--- src/sps_pkg.sv ---
// Shared types, constants and helpers for the five-state process scheduler.
// No dependencies; sps_ctrl, sps_dp and the top level refer to it by scoped names.
`timescale 1ns / 1ps
`default_nettype none
package sps_pkg;

  localparam int unsigned QUEUE_DEPTH = 16;
  localparam int unsigned PTR_W       = $clog2(QUEUE_DEPTH);
  localparam int unsigned CNT_W       = $clog2(QUEUE_DEPTH + 1);
  localparam logic [3:0]  BLOCK_DELAY_RST = 4'd5;

  typedef enum logic [1:0] {
    FUNC_TICK  = 2'd0,
    FUNC_ADMIT = 2'd1,
    FUNC_BLOCK = 2'd2,
    FUNC_NONE  = 2'd3
  } func_e;

  typedef enum logic [2:0] {
    EV_ADMIT     = 3'd0,
    EV_REJECT    = 3'd1,
    EV_DISPATCH  = 3'd2,
    EV_EXIT      = 3'd3,
    EV_PREEMPT   = 3'd4,
    EV_BLOCK     = 3'd5,
    EV_UNBLOCK   = 3'd6,
    EV_UNUSED    = 3'd7
  } event_e;

  typedef struct packed {
    logic [7:0]  tag;
    logic [15:0] life;
    logic [15:0] slice;
    logic [31:0] stamp;
  } entry_t;

  typedef struct packed {
    logic latch;
    logic decode;
    logic charge;
    logic start;
    logic release_blk;
    logic finish;
  } cmd_t;

  typedef struct packed {
    logic slot_free;
    logic pend_v;
    logic is_tick;
  } status_t;

  function automatic logic [PTR_W-1:0] next_ptr(input logic [PTR_W-1:0] p);
    return (p == PTR_W'(QUEUE_DEPTH - 1)) ? '0 : p + 1'b1;
  endfunction

  function automatic logic [15:0] elapsed(input logic [31:0] now,
                                           input logic [31:0] stamp);
    logic [31:0] d;
    d = now - stamp;
    return (d > 32'd65535) ? 16'hFFFF : d[15:0];
  endfunction

endpackage
`default_nettype wire

--- src/sps_ram.sv ---
// Generic single-write, single-read RAM with registered read data.
// No dependencies.
`timescale 1ns / 1ps
`default_nettype none
module sps_ram #(
  parameter int unsigned WIDTH = 8,
  parameter int unsigned DEPTH = 16
) (
  input  wire logic                     clk_i,
  input  wire logic                     we_i,
  input  wire logic [$clog2(DEPTH)-1:0] waddr_i,
  input  wire logic [WIDTH-1:0]         wdata_i,
  input  wire logic [$clog2(DEPTH)-1:0] raddr_i,
  output logic      [WIDTH-1:0]         rdata_o
);
  logic [WIDTH-1:0] mem_q [DEPTH];

  always_ff @(posedge clk_i) begin
    if (we_i) begin
      mem_q[waddr_i] <= wdata_i;
    end
    rdata_o <= mem_q[raddr_i];
  end
endmodule
`default_nettype wire

--- src/sps_ctrl.sv ---
// Sequencer for the scheduler: walks each input word through its phases.
// Depends on sps_pkg.
`timescale 1ns / 1ps
`default_nettype none
module sps_ctrl (
  input  wire logic             clk_i,
  input  wire logic             rst_ni,
  input  wire logic             in_valid_i,
  output logic                  in_ready_o,
  input  wire sps_pkg::status_t sts_i,
  output sps_pkg::cmd_t         cmd_o
);
  typedef enum logic [2:0] {
    S_IDLE, S_DECODE, S_CHARGE, S_RDHEAD, S_START, S_RELEASE, S_FINISH
  } state_e;

  state_e state_q, state_d;

  always_comb begin
    state_d = state_q;
    cmd_o   = '0;
    unique case (state_q)
      S_IDLE: begin
        if (in_valid_i) begin
          cmd_o.latch = 1'b1;
          state_d     = S_DECODE;
        end
      end
      S_DECODE: begin
        if (sts_i.slot_free) begin
          cmd_o.decode = 1'b1;
          state_d      = sts_i.is_tick ? S_CHARGE : S_FINISH;
        end
      end
      S_CHARGE: begin
        if (sts_i.slot_free) begin
          cmd_o.charge = 1'b1;
          state_d      = S_RDHEAD;
        end
      end
      S_RDHEAD: state_d = S_START;
      S_START: begin
        if (sts_i.slot_free) begin
          cmd_o.start = 1'b1;
          state_d     = S_RELEASE;
        end
      end
      S_RELEASE: begin
        if (sts_i.slot_free) begin
          cmd_o.release_blk = 1'b1;
          state_d           = S_FINISH;
        end
      end
      S_FINISH: begin
        if (!sts_i.pend_v) begin
          state_d = S_IDLE;
        end else if (sts_i.slot_free) begin
          cmd_o.finish = 1'b1;
          state_d      = S_IDLE;
        end
      end
      default: state_d = S_IDLE;
    endcase
  end

  assign in_ready_o = (state_q == S_IDLE);

  always_ff @(posedge clk_i or negedge rst_ni) begin
    if (!rst_ni) begin
      state_q <= S_IDLE;
    end else begin
      state_q <= state_d;
    end
  end

  // a new word only starts once the previous word's results are all out of hold
  a_idle_no_pend: assert property (@(posedge clk_i) disable iff (!rst_ni)
    (state_q == S_IDLE) |-> !sts_i.pend_v) else $error("pending result left at idle");
  a_finish_done: assert property (@(posedge clk_i) disable iff (!rst_ni)
    cmd_o.finish |=> (state_q == S_IDLE)) else $error("finish did not return to idle");
  a_one_cmd: assert property (@(posedge clk_i) disable iff (!rst_ni)
    $onehot0(cmd_o)) else $error("more than one command at once");
endmodule
`default_nettype wire

--- src/sps_dp.sv ---
// Scheduler datapath: CPU slot, ready/blocked FIFOs, tick counter, result staging.
// Depends on sps_pkg and sps_ram.
`timescale 1ns / 1ps
`default_nettype none
module sps_dp (
  input  wire logic             clk_i,
  input  wire logic             rst_ni,
  input  wire logic             cfg_we_i,
  input  wire logic [3:0]       cfg_wdata_i,
  input  wire logic [1:0]       func_i,
  input  wire logic [7:0]       proc_id_i,
  input  wire logic [15:0]      lifetime_i,
  input  wire logic [15:0]      run_slice_i,
  input  wire sps_pkg::cmd_t    cmd_i,
  output sps_pkg::status_t      sts_o,
  output logic                  out_valid_o,
  input  wire logic             out_ready_i,
  output logic [2:0]            event_res_o,
  output logic [7:0]            proc_id_res_o,
  output logic [15:0]           time_in_state_o,
  output logic                  last_o
);
  localparam int unsigned PW = sps_pkg::PTR_W;
  localparam int unsigned CW = sps_pkg::CNT_W;
  localparam logic [CW-1:0] FULL = CW'(sps_pkg::QUEUE_DEPTH);

  logic [1:0]  func_q;
  logic [7:0]  tag_in_q;
  logic [15:0] life_in_q, slice_in_q;
  logic [3:0]  delay_q;

  logic [PW-1:0] r_head_q, r_head_d, r_tail_q, r_tail_d;
  logic [CW-1:0] r_cnt_q, r_cnt_d;
  logic [PW-1:0] b_head_q, b_head_d, b_tail_q, b_tail_d;
  logic [CW-1:0] b_cnt_q, b_cnt_d;

  logic        busy_q, busy_d;
  logic [7:0]  ctag_q, ctag_d;
  logic [15:0] clife_q, clife_d, cslice_q, cslice_d, ctime_q, ctime_d;
  logic [3:0]  bwait_q, bwait_d;
  logic [31:0] tick_q, tick_d;

  logic        pend_v_q, pend_v_d;
  logic [2:0]  pend_ev_q, pend_ev_d;
  logic [7:0]  pend_tag_q, pend_tag_d;
  logic [15:0] pend_time_q, pend_time_d;

  logic        out_v_q, out_v_d, out_last_q, out_last_d;
  logic [2:0]  out_ev_q, out_ev_d;
  logic [7:0]  out_tag_q, out_tag_d;
  logic [15:0] out_time_q, out_time_d;

  logic            r_we, b_we;
  logic [PW-1:0]   r_waddr;
  sps_pkg::entry_t r_wdata, b_wdata, r_rdata, b_rdata;

  logic        emit_v;
  logic [2:0]  emit_ev;
  logic [7:0]  emit_tag;
  logic [15:0] emit_time;
  logic [15:0] time_inc, life_dec;
  logic [3:0]  wait_inc;

  assign time_inc = (ctime_q == 16'hFFFF) ? ctime_q : ctime_q + 16'd1;
  assign life_dec = clife_q - 16'd1;
  assign wait_inc = (bwait_q == 4'hF) ? bwait_q : bwait_q + 4'd1;

  always_comb begin
    r_head_d = r_head_q;  r_tail_d = r_tail_q;  r_cnt_d = r_cnt_q;
    b_head_d = b_head_q;  b_tail_d = b_tail_q;  b_cnt_d = b_cnt_q;
    busy_d = busy_q;  ctag_d = ctag_q;  clife_d = clife_q;
    cslice_d = cslice_q;  ctime_d = ctime_q;
    bwait_d = bwait_q;  tick_d = tick_q;
    r_we = 1'b0;  r_waddr = r_tail_q;  r_wdata = '0;
    b_we = 1'b0;  b_wdata = '0;
    emit_v = 1'b0;  emit_ev = sps_pkg::EV_ADMIT;  emit_tag = '0;  emit_time = '0;

    if (cmd_i.decode) begin
      case (sps_pkg::func_e'(func_q))
        sps_pkg::FUNC_ADMIT: begin
          emit_v   = 1'b1;
          emit_tag = tag_in_q;
          if (r_cnt_q >= FULL) begin
            emit_ev = sps_pkg::EV_REJECT;
          end else begin
            emit_ev  = sps_pkg::EV_ADMIT;
            r_we     = 1'b1;
            r_wdata  = '{tag: tag_in_q, life: life_in_q, slice: slice_in_q, stamp: tick_q};
            r_tail_d = sps_pkg::next_ptr(r_tail_q);
            r_cnt_d  = r_cnt_q + 1'b1;
          end
        end
        sps_pkg::FUNC_BLOCK: begin
          if (busy_q && b_cnt_q < FULL) begin
            b_we      = 1'b1;
            b_wdata   = '{tag: ctag_q, life: clife_q, slice: cslice_q, stamp: tick_q};
            b_tail_d  = sps_pkg::next_ptr(b_tail_q);
            b_cnt_d   = b_cnt_q + 1'b1;
            emit_v    = 1'b1;
            emit_ev   = sps_pkg::EV_BLOCK;
            emit_tag  = ctag_q;
            emit_time = ctime_q;
            busy_d    = 1'b0;
          end
        end
        default: ;
      endcase
    end

    if (cmd_i.charge) begin
      tick_d = tick_q + 32'd1;
      if (busy_q) begin
        ctime_d = time_inc;
        clife_d = life_dec;
        if (clife_q <= 16'd1 || cslice_q == 16'd0) begin
          emit_v = 1'b1;  emit_ev = sps_pkg::EV_EXIT;
          emit_tag = ctag_q;  emit_time = time_inc;
          busy_d = 1'b0;
        end else if (time_inc >= cslice_q && r_cnt_q < FULL) begin
          r_we     = 1'b1;
          r_wdata  = '{tag: ctag_q, life: life_dec, slice: cslice_q, stamp: tick_q + 32'd1};
          r_tail_d = sps_pkg::next_ptr(r_tail_q);
          r_cnt_d  = r_cnt_q + 1'b1;
          emit_v = 1'b1;  emit_ev = sps_pkg::EV_PREEMPT;
          emit_tag = ctag_q;  emit_time = time_inc;
          busy_d = 1'b0;
        end
      end
    end

    if (cmd_i.start && !busy_q && r_cnt_q != '0) begin
      emit_v    = 1'b1;
      emit_ev   = sps_pkg::EV_DISPATCH;
      emit_tag  = r_rdata.tag;
      emit_time = sps_pkg::elapsed(tick_q, r_rdata.stamp);
      ctag_d    = r_rdata.tag;
      clife_d   = r_rdata.life;
      cslice_d  = r_rdata.slice;
      ctime_d   = '0;
      busy_d    = 1'b1;
      r_head_d  = sps_pkg::next_ptr(r_head_q);
      r_cnt_d   = r_cnt_q - 1'b1;
    end

    if (cmd_i.release_blk && b_cnt_q != '0) begin
      bwait_d = wait_inc;
      if (wait_inc >= delay_q && r_cnt_q < FULL) begin
        emit_v    = 1'b1;
        emit_ev   = sps_pkg::EV_UNBLOCK;
        emit_tag  = b_rdata.tag;
        emit_time = sps_pkg::elapsed(tick_q, b_rdata.stamp);
        r_we      = 1'b1;
        r_wdata   = '{tag: b_rdata.tag, life: b_rdata.life, slice: b_rdata.slice,
                      stamp: tick_q};
        r_tail_d  = sps_pkg::next_ptr(r_tail_q);
        r_cnt_d   = r_cnt_q + 1'b1;
        b_head_d  = sps_pkg::next_ptr(b_head_q);
        b_cnt_d   = b_cnt_q - 1'b1;
        bwait_d   = '0;
      end
    end
  end

  // result staging: the newest word waits in hold until the next one (last=0)
  // or the end of the input word (last=1) pushes it to the output register
  always_comb begin
    pend_v_d = pend_v_q;  pend_ev_d = pend_ev_q;
    pend_tag_d = pend_tag_q;  pend_time_d = pend_time_q;
    out_v_d = out_v_q && !out_ready_i;
    out_ev_d = out_ev_q;  out_tag_d = out_tag_q;
    out_time_d = out_time_q;  out_last_d = out_last_q;
    if (emit_v) begin
      if (pend_v_q) begin
        out_v_d = 1'b1;  out_ev_d = pend_ev_q;  out_tag_d = pend_tag_q;
        out_time_d = pend_time_q;  out_last_d = 1'b0;
      end
      pend_v_d = 1'b1;  pend_ev_d = emit_ev;
      pend_tag_d = emit_tag;  pend_time_d = emit_time;
    end else if (cmd_i.finish && pend_v_q) begin
      out_v_d = 1'b1;  out_ev_d = pend_ev_q;  out_tag_d = pend_tag_q;
      out_time_d = pend_time_q;  out_last_d = 1'b1;
      pend_v_d = 1'b0;
    end
  end

  sps_ram #(.WIDTH($bits(sps_pkg::entry_t)), .DEPTH(sps_pkg::QUEUE_DEPTH)) u_ready_ram (
    .clk_i, .we_i(r_we), .waddr_i(r_waddr), .wdata_i(r_wdata),
    .raddr_i(r_head_q), .rdata_o(r_rdata)
  );

  sps_ram #(.WIDTH($bits(sps_pkg::entry_t)), .DEPTH(sps_pkg::QUEUE_DEPTH)) u_blocked_ram (
    .clk_i, .we_i(b_we), .waddr_i(b_tail_q), .wdata_i(b_wdata),
    .raddr_i(b_head_q), .rdata_o(b_rdata)
  );

  always_ff @(posedge clk_i) begin
    if (cmd_i.latch) begin
      func_q     <= func_i;
      tag_in_q   <= proc_id_i;
      life_in_q  <= lifetime_i;
      slice_in_q <= run_slice_i;
    end
    pend_ev_q   <= pend_ev_d;
    pend_tag_q  <= pend_tag_d;
    pend_time_q <= pend_time_d;
    out_ev_q    <= out_ev_d;
    out_tag_q   <= out_tag_d;
    out_time_q  <= out_time_d;
    out_last_q  <= out_last_d;
  end

  always_ff @(posedge clk_i or negedge rst_ni) begin
    if (!rst_ni) begin
      delay_q  <= sps_pkg::BLOCK_DELAY_RST;
      r_head_q <= '0;  r_tail_q <= '0;  r_cnt_q <= '0;
      b_head_q <= '0;  b_tail_q <= '0;  b_cnt_q <= '0;
      busy_q <= 1'b0;  ctag_q <= '0;  clife_q <= '0;
      cslice_q <= '0;  ctime_q <= '0;
      bwait_q <= '0;  tick_q <= '0;
      pend_v_q <= 1'b0;  out_v_q <= 1'b0;
    end else begin
      if (cfg_we_i) delay_q <= cfg_wdata_i;
      r_head_q <= r_head_d;  r_tail_q <= r_tail_d;  r_cnt_q <= r_cnt_d;
      b_head_q <= b_head_d;  b_tail_q <= b_tail_d;  b_cnt_q <= b_cnt_d;
      busy_q <= busy_d;  ctag_q <= ctag_d;  clife_q <= clife_d;
      cslice_q <= cslice_d;  ctime_q <= ctime_d;
      bwait_q <= bwait_d;  tick_q <= tick_d;
      pend_v_q <= pend_v_d;  out_v_q <= out_v_d;
    end
  end

  assign sts_o.slot_free = !out_v_q || out_ready_i;
  assign sts_o.pend_v    = pend_v_q;
  assign sts_o.is_tick   = (func_q == sps_pkg::FUNC_TICK);

  assign out_valid_o     = out_v_q;
  assign event_res_o     = out_ev_q;
  assign proc_id_res_o   = out_tag_q;
  assign time_in_state_o = out_time_q;
  assign last_o          = out_last_q;

  a_rcnt_range: assert property (@(posedge clk_i) disable iff (!rst_ni)
    r_cnt_q <= FULL) else $error("ready count overflow");
  a_bcnt_range: assert property (@(posedge clk_i) disable iff (!rst_ni)
    b_cnt_q <= FULL) else $error("blocked count overflow");
  a_rptr: assert property (@(posedge clk_i) disable iff (!rst_ni)
    (r_cnt_q == '0 || r_cnt_q == FULL) |-> (r_head_q == r_tail_q))
    else $error("ready pointers disagree with count");
  a_no_overrun: assert property (@(posedge clk_i) disable iff (!rst_ni)
    (emit_v && pend_v_q) |-> (!out_v_q || out_ready_i))
    else $error("result overwrote an untaken word");
endmodule
`default_nettype wire

--- src/five_state_process_scheduler.sv ---
// Top level of the five-state process scheduler: sequencer plus datapath.
// Depends on sps_pkg, sps_ctrl, sps_dp (which holds two sps_ram FIFOs).
`timescale 1ns / 1ps
`default_nettype none
// Each input word is a command: func 0 advances time by one tick, func 1 admits
// a process to the ready queue, func 2 moves the running process to the blocked
// queue. The block answers with up to three result words, the final one marked
// by last_o; a block or unknown command that changes nothing gives no result.
// One word is handled at a time. An admit, a block or a command with no result
// passes through decode and finish before ready returns; a tick also passes
// through charge, head read, start and release. The phases follow from the
// controller's sequence and the registered read of the queue memories, and
// stretch only while the output is stalled: a phase that may emit waits until
// the output register's word is taken; one further result word is held back.
// block_delay (cfg_we_i / cfg_wdata_i, reset 5) may be written while idle.
module five_state_process_scheduler (
  input  wire logic        clk_i,
  input  wire logic        rst_ni,
  input  wire logic        cfg_we_i,
  input  wire logic [3:0]  cfg_wdata_i,
  input  wire logic        in_valid_i,
  output logic             in_ready_o,
  input  wire logic [1:0]  func_i,
  input  wire logic [7:0]  proc_id_i,
  input  wire logic [15:0] lifetime_i,
  input  wire logic [15:0] run_slice_i,
  output logic             out_valid_o,
  input  wire logic        out_ready_i,
  output logic [2:0]       event_res_o,
  output logic [7:0]       proc_id_res_o,
  output logic [15:0]      time_in_state_o,
  output logic             last_o
);
  sps_pkg::cmd_t    cmd;
  sps_pkg::status_t sts;

  // sequencer: decode, charge, dispatch, release, then flush the held word
  sps_ctrl u_ctrl (
    .clk_i, .rst_ni, .in_valid_i, .in_ready_o, .sts_i(sts), .cmd_o(cmd)
  );

  sps_dp u_dp (
    .clk_i, .rst_ni, .cfg_we_i, .cfg_wdata_i,
    .func_i, .proc_id_i, .lifetime_i, .run_slice_i,
    .cmd_i(cmd), .sts_o(sts),
    .out_valid_o, .out_ready_i, .event_res_o, .proc_id_res_o,
    .time_in_state_o, .last_o
  );
endmodule
`default_nettype wire
--- config.mk ---
export PLATFORM = sky130hd
export DESIGN_NAME = five_state_process_scheduler
export DESIGN_NICKNAME = d
export VERILOG_FILES = /design/src/sps_pkg.sv /design/src/sps_ram.sv /design/src/sps_ctrl.sv /design/src/sps_dp.sv /design/src/five_state_process_scheduler.sv
export SDC_FILE = /design/constraint.sdc
export NUM_CORES = 2
export LEC_CHECK = 0
export BUFFER_PORTS_ARGS = -buffer_cell sky130_fd_sc_hd__buf_2
export CAP_MARGIN = 40
export CORE_UTILIZATION = 62
export CTS_CLUSTER_DIAMETER = 60
export DETAILED_ROUTE_END_ITERATION = 7
export PLACE_DENSITY = 0.79
export SLEW_MARGIN = 20
export SYNTH_ARGS = -nofsm -noshare
export SYNTH_HDL_FRONTEND = slang
export SYNTH_SLANG_ARGS = --single-unit
--- constraint.sdc ---
create_clock -name clk_i -period 18.3 [get_ports clk_i]
set_input_delay 0 -clock clk_i [delete_from_list [all_inputs] [get_ports clk_i]]
set_output_delay 0 -clock clk_i [all_outputs]
set_load 0.01 [all_outputs]
======== Word-level counts from Yosys, hierarchy flattened ========
Memories as Yosys holds them, arrays and structs flattened. A register that Yosys moved wholly into a read port is not among the register bits.
Cells that the tools add are included.
operators by class
  add/sub/neg operators ................... 14
  order comparisons ....................... 8
  equal/unequal tests ..................... 21
  mux-type cells .......................... 150
  reductions and logical operators ........ 26
operators by type and width
  cell                                                                               count
  72-bit 2-to-1 mux                                                                  12
  16-bit 2-to-1 mux                                                                  22
  8-bit 2-to-1 mux                                                                   12
  5-bit 2-to-1 mux                                                                   15
  32-bit by 16-bit > comparator with 1-bit output, second input constant             2
  32-bit subtractor                                                                  2
  3-bit 2-to-1 mux                                                                   20
  4-bit 2-to-1 mux                                                                   15
  1-bit 2-to-1 mux                                                                   50
  32-bit by 1-bit adder with 32-bit output, second input constant                    1
  3-bit case mux with 7 select lines                                                 1
  4-bit by 1-bit adder with 4-bit output, second input constant                      5
  4-bit equality test, second input constant                                         5
  16-bit by 1-bit adder with 16-bit output, second input constant                    1
  16-bit equality test, second input constant                                        1
  16-bit greater-or-equal comparator                                                 1
  16-bit by 1-bit less-or-equal comparator with 1-bit output, second input constant  1
  16-bit zero test                                                                   1
  8-bit case mux with 2 select lines                                                 1
  16-bit by 1-bit subtractor with 16-bit output, second input constant               1
  5-bit by 1-bit adder with 5-bit output, second input constant                      2
  5-bit < comparator, second input constant                                          2
  2-bit != test, second input constant                                               5
  5-bit nonzero test                                                                 2
  other kinds (21)                                                                   39
word-level totals
  flip-flop bits (word level) ............. 225
  RAM bits ................................ 2,304
  logic and storage cells ................. 249
  memories kept ........................... 2
memory list
  memory                    depth  width  rd ports  clocked after memory_dff  wr ports  line           RTL
  u_dp.u_blocked_ram.mem_q  16     72     1         1                         1         sps_ram.sv:16  logic [WIDTH-1:0] mem_q [DEPTH];
  u_dp.u_ready_ram.mem_q    16     72     1         1                         1         sps_ram.sv:16

======== Depth between registers and ports, before layout ========
  depth after elaboration ................. 14
  mapped depth ............................ 20

======== By module ========
A second synthesis with hierarchy kept.
second synthesis, totals
  cells, all modules ...................... 5,738
  area total of the unflattened synthesis .. 106,035.4 sq um
by module, submodules not included
  module    times used  cells each  area each (sq um)  seq. area each (sq um)
  sps_ram   2           1,850       44,550.2           36,034.6
  sps_dp    1           2,009       16,691.0           6,043.3
  sps_ctrl  1           29          244.0              75.1

======== Worst setup path before layout ========
OpenSTA, ideal clock, no wires.
  path kind ............................... flip-flop to flip-flop
  start point ............................. register u_dp.out_v_q (netlist: u_dp.out_valid_o)
  end point ............................... memory u_dp.u_blocked_ram.mem_q[3][0] (netlist name), enable pin
  setup time .............................. 0.680 ns
  data arrival time ....................... 8.193 ns
  data required time ...................... 17.620 ns
  setup slack ............................. 9.427 ns
  cell stages (with the launch flop) ...... 7
  buffers on the path ..................... 1
  period minus slack after synthesis ...... 8.873 ns
  path through ............................ dfrtp_1 -> nand2b_2 -> nand2_1 -> nor3_1 -> clkbuf_1 -> nand2_1 -> nor4_1
between the ends
  longest elaborated chain between the ends .. 7
RTL lines
  item                                    line            RTL
  start, declared                         sps_dp.sv:48    logic out_v_q, out_v_d, out_last_q, out_last_d;
  start signal, assigned                  sps_dp.sv:228   pend_v_q <= pend_v_d; out_v_q <= out_v_d;
  1-bit zero test                         sps_dp.sv:232   assign sts_o.slot_free = !out_v_q || out_ready_i;
  1-bit logical OR                        sps_dp.sv:232
  1-bit 2-to-1 mux                        sps_ctrl.sv:30  if (sts_i.slot_free) begin
  1-bit 2-to-1 mux                        sps_ctrl.sv:22  unique case (state_q)
  1-bit 2-to-1 mux                        sps_dp.sv:78    if (cmd_i.decode) begin
  1-bit 2-to-1 mux                        sps_ram.sv:19   if (we_i) begin
  1-bit 2-to-1 mux (not written as such)  sps_ram.sv:20   mem_q[waddr_i] <= wdata_i;
  end, declared                           sps_ram.sv:16
Every way passes these cells.

======== Worst setup path in the final report ========
  start point ............................. register u_dp.ctime_q[4]
  end point ............................... memory u_dp.u_ready_ram.mem_q[12][53] (netlist name), enable pin
between the ends
  longest elaborated chain between the ends .. 12
  elaborated cells between the ends (all ways) .. 13
  those cells by class .................... add/sub (1); order compare (1); eq/ne (1); mux (9); reduce/logical (1)
RTL lines
  item                                                                              line           RTL
  start, declared                                                                   sps_dp.sv:39   logic [15:0] clife_q, clife_d, cslice_q, cslice_d, ctime_q, ctime_d;
  start signal, assigned                                                            sps_dp.sv:226  cslice_q <= cslice_d; ctime_q <= ctime_d;
  16-bit by 1-bit adder with 16-bit output or 16-bit equality test (tied branches)  sps_dp.sv:64   assign time_inc = (ctime_q == 16'hFFFF) ? ctime_q : ctime_q + 16'd1;
  16-bit 2-to-1 mux (*)                                                             sps_dp.sv:64
  16-bit greater-or-equal comparator (*)                                            sps_dp.sv:119  end else if (time_inc >= cslice_q && r_cnt_q < FULL) begin
  1-bit logical AND (*)                                                             sps_dp.sv:119
  1-bit 2-to-1 mux (*)                                                              sps_dp.sv:119
  1-bit 2-to-1 mux (*)                                                              sps_dp.sv:115  if (clife_q <= 16'd1 || cslice_q == 16'd0) begin
  1-bit 2-to-1 mux (*)                                                              sps_dp.sv:112  if (busy_q) begin
  1-bit 2-to-1 mux (*)                                                              sps_dp.sv:110  if (cmd_i.charge) begin
  1-bit 2-to-1 mux                                                                  sps_dp.sv:147  if (wait_inc >= delay_q && r_cnt_q < FULL) begin
  1-bit 2-to-1 mux (*)                                                              sps_dp.sv:145  if (cmd_i.release_blk && b_cnt_q != '0) begin
  1-bit 2-to-1 mux (*)                                                              sps_ram.sv:19
  1-bit 2-to-1 mux (not written as such) (*)                                        sps_ram.sv:20
  end, declared                                                                     sps_ram.sv:16
Mark *: on every way between the ends. The rest lies on a longest branch, timed or not.

==> results_dict.tcl <==
set metrics [dict create \
    status "completed" \
    netlist_area_mm2 0.107 \
    worst_pin_slew_ns 1.01 \
    dieHeight_um 418 \
    setup_tns_ns 0 \
    synth_top_area_share 0.671 \
    grt_pass1_wl_um 406000 \
    worst_skew_pair.late_latency_ns 0.93 \
    ys_ff_latch 2673 \
    worstHoldStart "cfg_wdata_i[1]" \
    area_delta_synth_final_pct 13.0 \
    clockBufferDepth 4 \
    p_seq_frac 0.457 \
    grt_max_degree 137 \
    start_util 0.625 \
    wl_um 278000 \
    synth_area_leader_cell "edfxtp_1" \
    r2r_start "u_dp.ctime_q[4]" \
    period_needed_ns 6.60 \
    critical_path.top_delay_family "simple AND/OR/NAND/NOR gates" \
    arrival_ns 7.10 \
    drc_errors 0 \
    vias 62500 \
    cp-start-kind "flip-flop" \
    ys_top_cells_by_count "edfxtp_1, o21ai_0, mux2i_1, nand2_1, mux4_2" \
    end_kind "flip-flop" \
    hold_violations 0 \
    hpwl_um 160000 \
    numCtsBuffers 279 \
    yosysSeqAreaShare 0.728 \
    synth_area_leaders "edfxtp_1, mux4_2, mux2i_1" \
    clock_power_share 0.325 \
    synth_most_common_cell "edfxtp_1" \
    worstSetupPathType "flip-flop to flip-flop" \
    nNetsFinal 6876 \
    rr_worst_depth 17 \
    slew_viol_final 0 \
    fin_cells 9222 \
    hold_path_class "input port to flip-flop" \
    slew_headroom 0.327 \
    synth_edf_count 2401 \
    ant_nets 0 \
    powerDensity_mw_per_mm2 135 \
    io_pins 81 \
    p_leak_nw 41.6 \
    drtIter0Drc 9056 \
    vdd_drop_max_uv 121 \
    dieArea_mm2 0.175 \
    root_buffer "clkbuf_16" \
    cts_resized 0 \
    p_sw_frac 0.294 \
    viasPerCell 6.78 \
    drive_gt1_frac 0.173 \
    setup_viol 0 \
    intPower_w 0.0116 \
    drv_cap 0 \
    grt-ovfl-total 0 \
    cts_tree "yes" \
    nFillCells 10200 \
    rows 152 \
    finalCritPeriodShare 0.360 \
    die_w_um 418 \
    p_comb_frac 0.217 \
    whs_path_depth 4 \
    path_cells "and4_1 -> nand4_1 -> nor4_4 -> nor2_1 -> nand2_1 -> xor2_1 -> inv_1 -> ha_1 -> nand4_1 -> nor4_1 -> o41ai_1 -> and2_1 -> or3_2 -> buf_12 -> nand2_1 -> and4_4 -> buf_4" \
    hold_end "u_dp.delay_q[1]" \
    cpPeakStageDelay_ns 0.84 \
    place.gp.congestion 0.940 \
    synth_ff_type "edfxtp_1" \
    rsz0062_at_grt "no" \
    yosys_warnings 0 \
    core_mm2 0.172 \
    wire_per_inst_um 30.2 \
    path_buf_inv 3 \
    synth_nets 6574 \
    grt_pass1_vias 61900 \
    finalClockSkew_ns 0.0678 \
    grt.total_usage 0.318 \
    placed_cells 8620 \
    crit_slowest_cell "and4_4" \
    synthArstFlopShare 0.0479 \
    r2r_slack_ns 11.70 \
    antenna_found_initial 16 \
    path_clk_slew_ns 0.06 \
    max_freq_ghz 0.152 \
    htreeDepth 5 \
    avgSynthCellArea_um2 16.7 \
    syn_inst 6416 \
    io_buffers 80 \
    critPathRequiredTime_ns 18.80 \
    yosysUniqueCellTypes 96 \
    path_max_fanout 39 \
    drtPass1Iterations 7 \
    reg2reg_to "u_dp.u_ready_ram.mem_q[12][53]" \
    cts.sinks 2673 \
    switching_power_w 0.00482 \
]
==> power groups by stage <==
stage | registers [W] | clock network [W] | logic, W
after CTS | 0.00746 | 0.00536 | 0.00351
after global placement | 0.00759 | 0 | 0.00331
after detailed placement | 0.00758 | 0 | 0.00345
final | 0.00748 | 0.00533 | 0.00356
after floorplan | 0.00728 | 0 | 0.00257
after global routing | 0.00750 | 0.00559 | 0.00379
==> routing by layer <==
| metal | wire, um | global-route usage |
|---|---|---|
| met3 | 29700 | 0.0633 |
| met4 | 12100 | 0.136 |
| met1 | 102000 | 0.430 |
| met5 | 30 | 0 |
| met2 | 134000 | 0.508 |
==> cell usage in the layout, fill, tap and decap left out, types with 105 or more instances in the layout <==
master and n:
a21oi_1 248, a221oi_1 165, a22oi_1 170, buf_4 154
clkbuf_16 285, dfrtp_1 118, dfxtp_1 144, edfxtp_1 2401
ha_1 105, inv_1 133, mux2_2 145, mux2i_1 439
mux4_2 288, nand2_1 389, nor2_1 134, o21ai_0 451
==> logic make-up after synthesis <==
logic type               count (synthesis)  share of synthesized area
XOR/XNOR                               107                    0.00873
adder cells (fa/ha/maj)                107                     0.0126
AO/OA/AOI/OAI                         1275                     0.0770
flip-flops                            2673                      0.728
AND/OR/NAND/NOR                        884                     0.0394
multiplexers                           872                      0.117
buffers and inverters                  498                     0.0178
==> metrics by stage <==
step	power, W	area, um2	hold WS [ns]	util	worst slack [ns]
CTS	0.0163	121000	0.000129	0.705	11.75
detailed placement	0.0110	112000	0.0999	0.650	11.80
finish	0.0164	121000	0.0515	0.706	11.70
global placement	0.0109	111000	0.104	0.644	11.69
global route	0.0169	121000	0.0701	0.706	11.30
floorplan	0.00985	107000	-0.296	-	9.43
==> layout make-up <==
cell class	instances	area (um2)	area share
clock inverters	83	708	0.00584
multi-input cells	3245	27600	0.227
diodes	3	7.51	0.0000619
flip-flops and latches	2673	78200	0.645
repair buffers	386	3750	0.0309
inverters	133	499	0.00411
clock buffers	389	7700	0.0635
well taps	2310	2890	0.0238
==> how the worst max path moves through the flow <==
stage | slack, ns | end | from | depth (start not counted)
finish | 11.70 | u_dp.u_ready_ram.mem_q[12][53] | u_dp.ctime_q[4] | 17
global route | 11.30 | u_dp.u_ready_ram.mem_q[12][53] | u_dp.ctime_q[4] | 17
CTS | 11.75 | u_dp.u_ready_ram.mem_q[12][49] | u_dp.ctime_q[4] | 17
detailed placement | 11.80 | u_dp.u_ready_ram.mem_q[12][16] | u_dp.ctime_q[4] | 17
global placement | 11.69 | u_dp.u_ready_ram.mem_q[12][15] | u_dp.ctime_q[4] | 16
floorplan | 9.43 | u_dp.u_blocked_ram.mem_q[3][0] | u_dp.out_valid_o | 6
==> tightest hold or removal path, delay by kind of cell <==
kind / cells / cell delay [ns]
AO/OA/AOI/OAI: 1 / 0.13
buffers and inverters: 2 / 0.62
AND/OR/NAND/NOR: 1 / 0.15
==> registers in the layout, summed over array words and instances, names as in the netlist, 32 cells and up <==
name and count:
u_dp.tick_q 32, u_dp.u_blocked_ram.rdata_o 72, u_dp.u_blocked_ram.mem_q 1152, u_dp.u_ready_ram.rdata_o 72, u_dp.u_ready_ram.mem_q 1152
==> what timing repair did <==
action / in CTS / in global routing
hold buffers: 100 / 0
endpoints found under the hold margin: 190 / 0
setup buffers: 0 / 0
No activity file was read; power rests on OpenSTA's default activity.
